File: src/rtl/tfsg_pkg.sv
// Shared types and constants for the thermal fan speed governor.
`default_nettype none

package tfsg_pkg;

    // Fan speed limits, percent
    localparam int SPEED_W = 7;
    localparam logic [SPEED_W-1:0] SPEED_MIN = 7'd35;
    localparam logic [SPEED_W-1:0] SPEED_MAX = 7'd100;

    // Curve knees and tops, 1/16 deg C
    localparam int ASIC_KNEE = 49 * 16;
    localparam int ASIC_TOP  = 90 * 16;
    localparam int GDDR_KNEE = 43 * 16;
    localparam int GDDR_TOP  = 82 * 16;

    // Distance above the knee fits this many bits inside the quadratic span
    localparam int DIST_W = 10;

    // Curve coefficients as fractions of COEFF_DEN
    localparam longint unsigned ASIC_COEFF_NUM = 3867;
    localparam longint unsigned GDDR_COEFF_NUM = 4274;
    localparam longint unsigned COEFF_DEN      = 100000;

    // Force value that releases the fan besides zero
    localparam logic [31:0] UNFORCE_ALL_ONES = 32'hFFFF_FFFF;

    // Configuration register indexes
    typedef enum logic [1:0] {
        CFG_ALPHA   = 2'd0,
        CFG_GDDR_EN = 2'd1,
        CFG_CTRL_EN = 2'd2
    } cfg_idx_t;

    // Configuration register file
    typedef struct packed {
        logic [6:0] alpha;
        logic       gddr_en;
        logic       ctrl_en;
    } cfg_t;

    // Command classes produced by the front end
    localparam int CMD_W = 2;
    typedef enum logic [CMD_W-1:0] {
        CMD_TICK    = 2'd0,
        CMD_LOCK    = 2'd1,
        CMD_RELEASE = 2'd2,
        CMD_REJECT  = 2'd3
    } cmd_t;

    // Back end sequencer states
    typedef enum logic [6:0] {
        ST_IDLE   = 7'b0000001,
        ST_MUL    = 7'b0000010,
        ST_SUM    = 7'b0000100,
        ST_DIV    = 7'b0001000,
        ST_SQR    = 7'b0010000,
        ST_SCALE  = 7'b0100000,
        ST_RESULT = 7'b1000000
    } state_t;

endpackage

`default_nettype wire

File: src/rtl/tfsg_queue.sv
// Two-entry command queue between the front and back ends.
`default_nettype none

module tfsg_queue #(
    parameter int WIDTH = 8
) (
    input  wire logic             aclk,
    input  wire logic             aresetn,
    input  wire logic             in_valid,
    output logic                  in_ready,
    input  wire logic [WIDTH-1:0] in_data,
    output logic                  out_valid,
    input  wire logic             out_ready,
    output logic [WIDTH-1:0]      out_data
);

    logic [WIDTH-1:0] slot_reg [2];
    logic             wr_ptr_reg;
    logic             rd_ptr_reg;
    logic [1:0]       count_reg;
    logic             push;
    logic             pop;

    assign in_ready  = (count_reg != 2'd2);
    assign out_valid = (count_reg != 2'd0);
    assign out_data  = slot_reg[rd_ptr_reg];
    assign push      = in_valid && in_ready;
    assign pop       = out_valid && out_ready;

    // Pointers and fill count
    always_ff @(posedge aclk) begin
        if (!aresetn) begin
            wr_ptr_reg <= 1'b0;
            rd_ptr_reg <= 1'b0;
            count_reg  <= 2'd0;
        end else begin
            if (push) begin
                wr_ptr_reg <= ~wr_ptr_reg;
            end
            if (pop) begin
                rd_ptr_reg <= ~rd_ptr_reg;
            end
            if (push && !pop) begin
                count_reg <= count_reg + 2'd1;
            end else if (pop && !push) begin
                count_reg <= count_reg - 2'd1;
            end
        end
    end

    // Entry storage
    always_ff @(posedge aclk) begin
        if (push) begin
            slot_reg[wr_ptr_reg] <= in_data;
        end
    end

endmodule

`default_nettype wire

File: src/rtl/tfsg_front.sv
// Front end: takes input transfers, classifies them and queues commands.
`default_nettype none

module tfsg_front #(
    parameter int TEMP_WIDTH = 13
) (
    input  wire logic                         aclk,
    input  wire logic                         aresetn,
    input  wire logic                         ctrl_en,
    // input transfer
    input  wire logic                         s_valid,
    output logic                              s_ready,
    input  wire logic                         s_kind,
    input  wire logic signed [TEMP_WIDTH-1:0] s_asic,
    input  wire logic signed [TEMP_WIDTH-1:0] s_gddr,
    input  wire logic [31:0]                  s_raw_speed,
    // command to the back end
    output logic                              q_valid,
    input  wire logic                         q_ready,
    output tfsg_pkg::cmd_t                    q_code,
    output logic [tfsg_pkg::SPEED_W-1:0]      q_speed,
    output logic signed [TEMP_WIDTH-1:0]      q_asic,
    output logic signed [TEMP_WIDTH-1:0]      q_gddr
);

    localparam int EW = tfsg_pkg::CMD_W + tfsg_pkg::SPEED_W + 2 * TEMP_WIDTH;

    tfsg_pkg::cmd_t                 code;
    logic [tfsg_pkg::SPEED_W-1:0]   speed_sat;
    logic [EW-1:0]                  entry_in;
    logic [EW-1:0]                  entry_out;

    // Classify: tick, lock, release, or reject when control is off
    always_comb begin
        if (!s_kind) begin
            code = tfsg_pkg::CMD_TICK;
        end else if (!ctrl_en) begin
            code = tfsg_pkg::CMD_REJECT;
        end else if (s_raw_speed == 32'd0 || s_raw_speed == tfsg_pkg::UNFORCE_ALL_ONES) begin
            code = tfsg_pkg::CMD_RELEASE;
        end else begin
            code = tfsg_pkg::CMD_LOCK;
        end
    end

    // Saturate the requested speed to 100 percent
    assign speed_sat = (s_raw_speed > 32'(tfsg_pkg::SPEED_MAX)) ? tfsg_pkg::SPEED_MAX
                                                               : s_raw_speed[tfsg_pkg::SPEED_W-1:0];

    assign entry_in = {code, speed_sat, s_gddr, s_asic};

    tfsg_queue #(
        .WIDTH (EW)
    ) u_queue (
        .aclk      (aclk),
        .aresetn   (aresetn),
        .in_valid  (s_valid),
        .in_ready  (s_ready),
        .in_data   (entry_in),
        .out_valid (q_valid),
        .out_ready (q_ready),
        .out_data  (entry_out)
    );

    assign q_code  = tfsg_pkg::cmd_t'(entry_out[EW-1 -: tfsg_pkg::CMD_W]);
    assign q_speed = entry_out[2*TEMP_WIDTH +: tfsg_pkg::SPEED_W];
    assign q_gddr  = entry_out[TEMP_WIDTH +: TEMP_WIDTH];
    assign q_asic  = entry_out[0 +: TEMP_WIDTH];

endmodule

`default_nettype wire

File: config.mk
export PLATFORM = sky130hd
export DESIGN_NAME = tfsg_front
export DESIGN_NICKNAME = d
export VERILOG_FILES = /design/src/rtl/tfsg_pkg.sv /design/src/rtl/tfsg_queue.sv /design/src/rtl/tfsg_front.sv
export SDC_FILE = /design/constraint.sdc
export NUM_CORES = 1
export LEC_CHECK = 0
export BUFFER_PORTS_ARGS = -buffer_cell sky130_fd_sc_hd__clkbuf_2
export CAP_MARGIN = 25
export CORE_UTILIZATION = 50
export DETAILED_ROUTE_END_ITERATION = 10
export GPL_TIMING_DRIVEN = 0
export PLACE_DENSITY = 0.92
export SLEW_MARGIN = 20
export SYNTH_ARGS = -nofsm -noshare
export SYNTH_HDL_FRONTEND = slang
export SYNTH_SLANG_ARGS = --single-unit
export TNS_END_PERCENT = 30
File: constraint.sdc
create_clock -name aclk -period 3.1 [get_ports aclk]
set_input_delay 0.155 -clock aclk [delete_from_list [all_inputs] [get_ports aclk]]
set_output_delay 0.155 -clock aclk [all_outputs]
set_load 0.01 [all_outputs]
**After elaboration in Yosys (flattened, before gate mapping)**

Memory sizes are Yosys's and may differ from the RTL's. A register that Yosys moved wholly into a read port is not among the register bits.
Cells that the tools add are included.

- Output and inout bits: 37
- Bits in registers: 4
- Memories kept: 1
- Bits in writable memories: 70

- Mux-type cells: 10
- Bitwise operators: 2
- Add/subtract/negate cells: 2
- Eq/ne operators: 2
- $lt $le $gt $ge: 1
- Reduce and logical (&&, ||, !) cells: 10

Memories:

| memory | depth | width | read ports | clocked after memory_dff | wr ports | RTL line | RTL |
|---|---|---|---|---|---|---|---|
| u_queue.slot_reg | 2 | 35 | 1 | 1 | 1 | tfsg_queue.sv:17 | `logic [WIDTH-1:0] slot_reg [2];` |

Operators by type and width:

| kind | number |
|---|---|
| $eq 32x32->1 const B | 1 |
| $gt 32x7->1 const B | 1 |
| $logic_not 32->1 | 1 |
| $mux 2 | 5 |
| $mux 7 | 1 |
| $logic_and 1x1->1 | 4 |
| $mux 1 | 4 |
| $reduce_bool 2->1 | 2 |
| $add 2x1->2 const B | 1 |
| $logic_not 1->1 | 2 |
| $ne 2x2->1 const B | 1 |
| $not 1->1 | 2 |
| $sub 2x1->2 const B | 1 |
| $logic_or 1x1->1 | 1 |

**Depth between registers and ports, before layout**

- Depth after elaboration: 6
- Mapped depth: 7
- Mapped depth without buffers: 7

**Hierarchy**

Synthesis repeated with hierarchy kept, for this count alone.

- Cells, all modules: 173
- Area total of the unflattened synthesis: 2999.1 um2

By module, submodules not included:

| module | instances | seq. area each (um2) | area an instance (um2) | cells an instance |
|---|---|---|---|---|
| tfsg_queue | 1 | 2202.1 | 2766.4 | 133 |
| tfsg_front | 1 | 0.0 | 232.7 | 40 |

**Worst setup path after synthesis**

OpenSTA, ideal clock, no wires.

- Kind: register to register
- From: reg u_queue.count_reg[0]
- To: mem u_queue.slot_reg[0][0] in the netlist's numbering, enable pin
- Arrival time: 2163 ps
- Path slack: 510 ps
- Stages on the path, launching flop included: 4
- Setup time: 427 ps
- Path buffers: 0
- Path through: dfxtp_1 nand2b_1 nand2_1 nor2_1

- Longest elaborated chain between the ends: 4

Ends and longest elaborated chain:

| item | RTL line | RTL |
|---|---|---|
| from (decl) | tfsg_queue.sv:20 | `logic [1:0] count_reg;` |
| from (signal assigned) | tfsg_queue.sv:44 | `count_reg <= count_reg + 2'd1;` |
| from (signal assigned) | tfsg_queue.sv:46 | `count_reg <= count_reg - 2'd1;` |
| $ne 2x2->1 | tfsg_queue.sv:24 | `assign in_ready = (count_reg != 2'd2);` |
| named net s_ready | tfsg_front.sv:12 | `output logic s_ready,` |
| $logic_and 1x1->1 | tfsg_queue.sv:27 | `assign push = in_valid && in_ready;` |
| $mux 1 | tfsg_queue.sv:53 | `if (push) begin` |
| $mux 1 (implied by the code) | tfsg_queue.sv:54 | `slot_reg[wr_ptr_reg] <= in_data;` |
| to (decl) | tfsg_queue.sv:17 |  |

The timed path passes the listed nets, and every way through them passes these cells.

==> impl_metrics.xml <==
<?xml version="1.0" encoding="UTF-8"?>
<metrics>
  <group name="outcome">
    <metric name="status" unit="">finished, final reports clean</metric>
  </group>
  <group name="place">
    <metric name="total_placed_cells_including_tap_cells" unit="">347</metric>
    <metric name="routabilityCongestion" unit="">0.790</metric>
    <metric name="postPlaceCellArea" unit="sq um">3630</metric>
    <metric name="place_hpwl" unit="um">4070</metric>
    <metric name="place_ws" unit="ns">1.38</metric>
    <metric name="io_buffers" unit="">100</metric>
  </group>
  <group name="timing">
    <metric name="layout_worst_path_cycle_share" unit="%">65.4</metric>
    <metric name="final-max-slew-violation-count" unit="">0</metric>
    <metric name="rsz0062_at_grt" unit="">no</metric>
    <metric name="worst_hold_check_slack" unit="ns">0.0140</metric>
    <metric name="finalClockSkew" unit="ns">0.00695</metric>
    <metric name="final.min_clock_period" unit="ns">2.03</metric>
    <metric name="layout_setup_ws" unit="ns">1.07</metric>
    <metric name="maxSlewHeadroom" unit="%">71.2</metric>
    <metric name="setup-violations-final" unit="">0</metric>
    <metric name="maxClockFrequency" unit="MHz">493</metric>
    <metric name="tightest_slew" unit="ns">0.431</metric>
    <metric name="timing_hold_violations_final" unit="">0</metric>
  </group>
  <group name="power">
    <metric name="power_per_cell_area" unit="nW/um^2">725</metric>
    <metric name="ir_drop_worst_case_vdd" unit="mV">0.376</metric>
    <metric name="power.leakage" unit="nW">1.56</metric>
    <metric name="totalPowerFinal" unit="mW">2.93</metric>
  </group>
  <group name="synthesis">
    <metric name="synthesis.yosys.warnings" unit="">0</metric>
    <metric name="synth.avg_cell_area" unit="sq um">17.2</metric>
    <metric name="synth_cell_type_count" unit="">27</metric>
    <metric name="postSynthRegisterBits" unit="">75</metric>
    <metric name="synthDominantCellAreaShare" unit="%">70.7</metric>
    <metric name="synthesis.instances" unit="">173</metric>
    <metric name="synthFlopType" unit="">sky130_fd_sc_hd__edfxtp_1</metric>
    <metric name="synth.area.top_cells" unit="">sky130_fd_sc_hd__edfxtp_1 71%, sky130_fd_sc_hd__mux2_2 13%, sky130_fd_sc_hd__dfxtp_1 3.4%, sky130_fd_sc_hd__nand4_1 1.9%, sky130_fd_sc_hd__nor4_1 1.3%</metric>
    <metric name="yosys-top-cells-count" unit="">70 x sky130_fd_sc_hd__edfxtp_1, 35 x sky130_fd_sc_hd__mux2_2, 9 x sky130_fd_sc_hd__nand4_1</metric>
    <metric name="synth_edf_count" unit="">70</metric>
    <metric name="yosysMostFrequentCell" unit="">sky130_fd_sc_hd__edfxtp_1</metric>
    <metric name="async_reset_ff_share" unit="%">0</metric>
    <metric name="synth_nets" unit="">238</metric>
    <metric name="netlist_area" unit="sq um">2970</metric>
    <metric name="cell_taking_the_most_area_after_synthesis" unit="">sky130_fd_sc_hd__edfxtp_1</metric>
    <metric name="synth.yosys.seq_area_share" unit="%">74.1</metric>
  </group>
  <group name="clocking">
    <metric name="ctsRootBufferMaster" unit="">sky130_fd_sc_hd__clkbuf_8</metric>
    <metric name="h_tree_depth" unit="">3</metric>
    <metric name="tritoncts" unit="">yes</metric>
    <metric name="clk_pin_slew_worst_paths" unit="ns">0.08</metric>
    <metric name="clock_insertion_delay_worst_skew" unit="ns">0.33</metric>
    <metric name="cts_inserted_buffers" unit="">9</metric>
    <metric name="cts.repair.resized" unit="">0</metric>
    <metric name="ctsLongestPathBuffers" unit="">2</metric>
    <metric name="clock_sinks" unit="">75</metric>
  </group>
  <group name="min_path">
    <metric name="min_path_type" unit="">in2reg</metric>
  </group>
  <group name="global_route">
    <metric name="grt_start_max_net_pins" unit="">25</metric>
    <metric name="overflow" unit="">0</metric>
    <metric name="grt_pass1_vias" unit="">1983</metric>
    <metric name="number_of_antenna_violations_at_the_first_check_in_global_routing" unit="">0</metric>
    <metric name="grt_pass1_wl" unit="um">9200</metric>
    <metric name="grt_usage" unit="%">20.6</metric>
  </group>
  <group name="drt">
    <metric name="post_drt_via_cell_ratio" unit="">5.23</metric>
    <metric name="route.detailed.drc" unit="">0</metric>
    <metric name="dr_total_vias" unit="">2003</metric>
    <metric name="detailedRoute.firstIterationViolations" unit="">119</metric>
    <metric name="dr.pass1.iters" unit="">4</metric>
    <metric name="final_antenna_net_count" unit="">0</metric>
    <metric name="wl_cell" unit="um">15.8</metric>
    <metric name="drt-total-wl" unit="um">6050</metric>
  </group>
  <group name="final_layout">
    <metric name="finish.cell_count_without_fillers" unit="">383</metric>
    <metric name="largest_reg_flops" unit="">70</metric>
    <metric name="final_nets" unit="">371</metric>
    <metric name="design_area" unit="sq um">4050</metric>
    <metric name="area_delta_synth_final" unit="%">36.1</metric>
    <metric name="fillers" unit="">381</metric>
    <metric name="antenna_cells_inserted" unit="">0</metric>
    <metric name="final_layout_size_suffix_gt1_share" unit="%">51.8</metric>
  </group>
  <group name="critical_path">
    <metric name="setup.worst_path.start_class" unit="">flip-flop</metric>
    <metric name="critical_path.n_buffers_inverters" unit="">3</metric>
    <metric name="worst_path_largest_cell_delay" unit="ns">0.39</metric>
    <metric name="critical-path-slowest-cell" unit="">sky130_fd_sc_hd__mux2_2</metric>
    <metric name="worstPathMaxFanout" unit="">10</metric>
    <metric name="timing.critical_path.cells" unit="">clkbuf_1, buf_2, mux2_2, clkbuf_2</metric>
    <metric name="category_of_the_worst_setup_path_capture_point" unit="">primary output</metric>
    <metric name="timing.critical_path.required" unit="ns">2.94</metric>
    <metric name="critical-path-top-delay-family" unit="">buffers and inverters</metric>
    <metric name="cp_data_arrival_time" unit="ns">1.87</metric>
    <metric name="setup.worst_path.class" unit="">reg2out</metric>
  </group>
  <group name="floorplan">
    <metric name="fp.coreArea" unit="sq um">5610</metric>
    <metric name="floorplan.die_area" unit="sq um">6260</metric>
    <metric name="io_pins" unit="">101</metric>
    <metric name="placement_rows" unit="">27</metric>
    <metric name="die_w" unit="um">79.1</metric>
    <metric name="initial_core_util" unit="%">53.0</metric>
    <metric name="die_height" unit="um">79.1</metric>
  </group>
  <group name="run">
    <metric name="max-cap-violations" unit="">0</metric>
  </group>
</metrics>
==> layout by cell type, fill, tap and decap left out, drive strengths merged <==
master	count
or4	3
a21boi	1
or2	2
and2	4
xor2	1
nor2	5
edfxtp	70
and3	5
nand2	4
o21ai	3
buf	5
clkinv	3
ha	1
or3	3
dfxtp	5
o22ai	1
nor3	3
nand3	1
clkinvlp	1
mux2	35
xnor2	3
nor4	6
nand4	9
bufinv	2
o21a	1
clkbuf	111
nand2b	1
dlygate4sd3	20
inv	2
==> report_power, final <==
| group | switching [mW] | leakage (nW) | internal [mW] |
|---|---|---|---|
| Clock | 0.353 | 0.106 | 0.455 |
| Combinational | 0.404 | 0.779 | 0.389 |
| Sequential | 0.0480 | 0.678 | 1.28 |
| Total | 0.806 | 1.56 | 2.13 |
==> metrics by stage <==
step	setup TNS (ns)	util, %
floorplan	0	-
global placement	-6.95	63.5
detailed placement	0	64.7
CTS	0	71.8
global route	0	72.1
finish	0	72.1
==> path summary, 6_finish.rpt <==
| path | startpoint | endpoint | cells after the start | slack (ns) |
|---|---|---|---|---|
| max reg2reg | u_queue.count_reg[0] | u_queue.count_reg[1] | 6 | 1.42 |
| min | s_asic[9] | u_queue.slot_reg[1][9] | 1 | 0.01 |
| min reg2reg | u_queue.count_reg[1] | u_queue.count_reg[1] | 2 | 0.54 |
| max | flip-flop | q_gddr[3] | 4 | 1.07 |
==> worst reg2reg max path, delay by kind of cell (launching register included) <==
kind,cells,cell delay [ns]
AOI/OAI and AO/OA,1,0.20
adders and majority gates,1,0.31
buffers and inverters,1,0.07
DFF,1,0.34
and+or+nand+nor,3,0.69
==> final cells by class <==
| type | count | area, sq um | area share (%) |
|---|---|---|---|
| timing repair buffer | 122 | 756 | 18.7 |
| clock buffer | 10 | 128 | 3.15 |
| sequential | 75 | 2200 | 54.4 |
| multi-input combinational | 92 | 753 | 18.6 |
| tap | 72 | 90.1 | 2.23 |
| buffer | 4 | 18.8 | 0.464 |
| inverter | 2 | 7.51 | 0.186 |
| clock inverter | 6 | 90.1 | 2.23 |
==> timing repair <==
action | in CTS | in global routing
endpoints found under the hold margin | 35 | 4
setup buffers | 0 | 0
hold buffers | 18 | 2
==> metal layers <==
layer,GRT usage (%),routed length [um],vias to the layer above
li1,-,-,956
met1,21.8,2330,958
met2,37.6,3290,83
met3,6.21,379,6
met4,8.55,50,0
met5,0,0,-
==> cell families after synthesis <==
kind of cell | Yosys count | synth area share, %
flip-flops | 75 | 74.1
AND/OR/NAND/NOR | 46 | 8.96
multiplexers | 35 | 13.3
AO/OA/AOI/OAI | 6 | 1.22
buffers and inverters | 6 | 0.884
XOR/XNOR | 4 | 1.18
adder cells (fa/ha/maj) | 1 | 0.421
No activity file was read; power rests on OpenSTA's default activity.
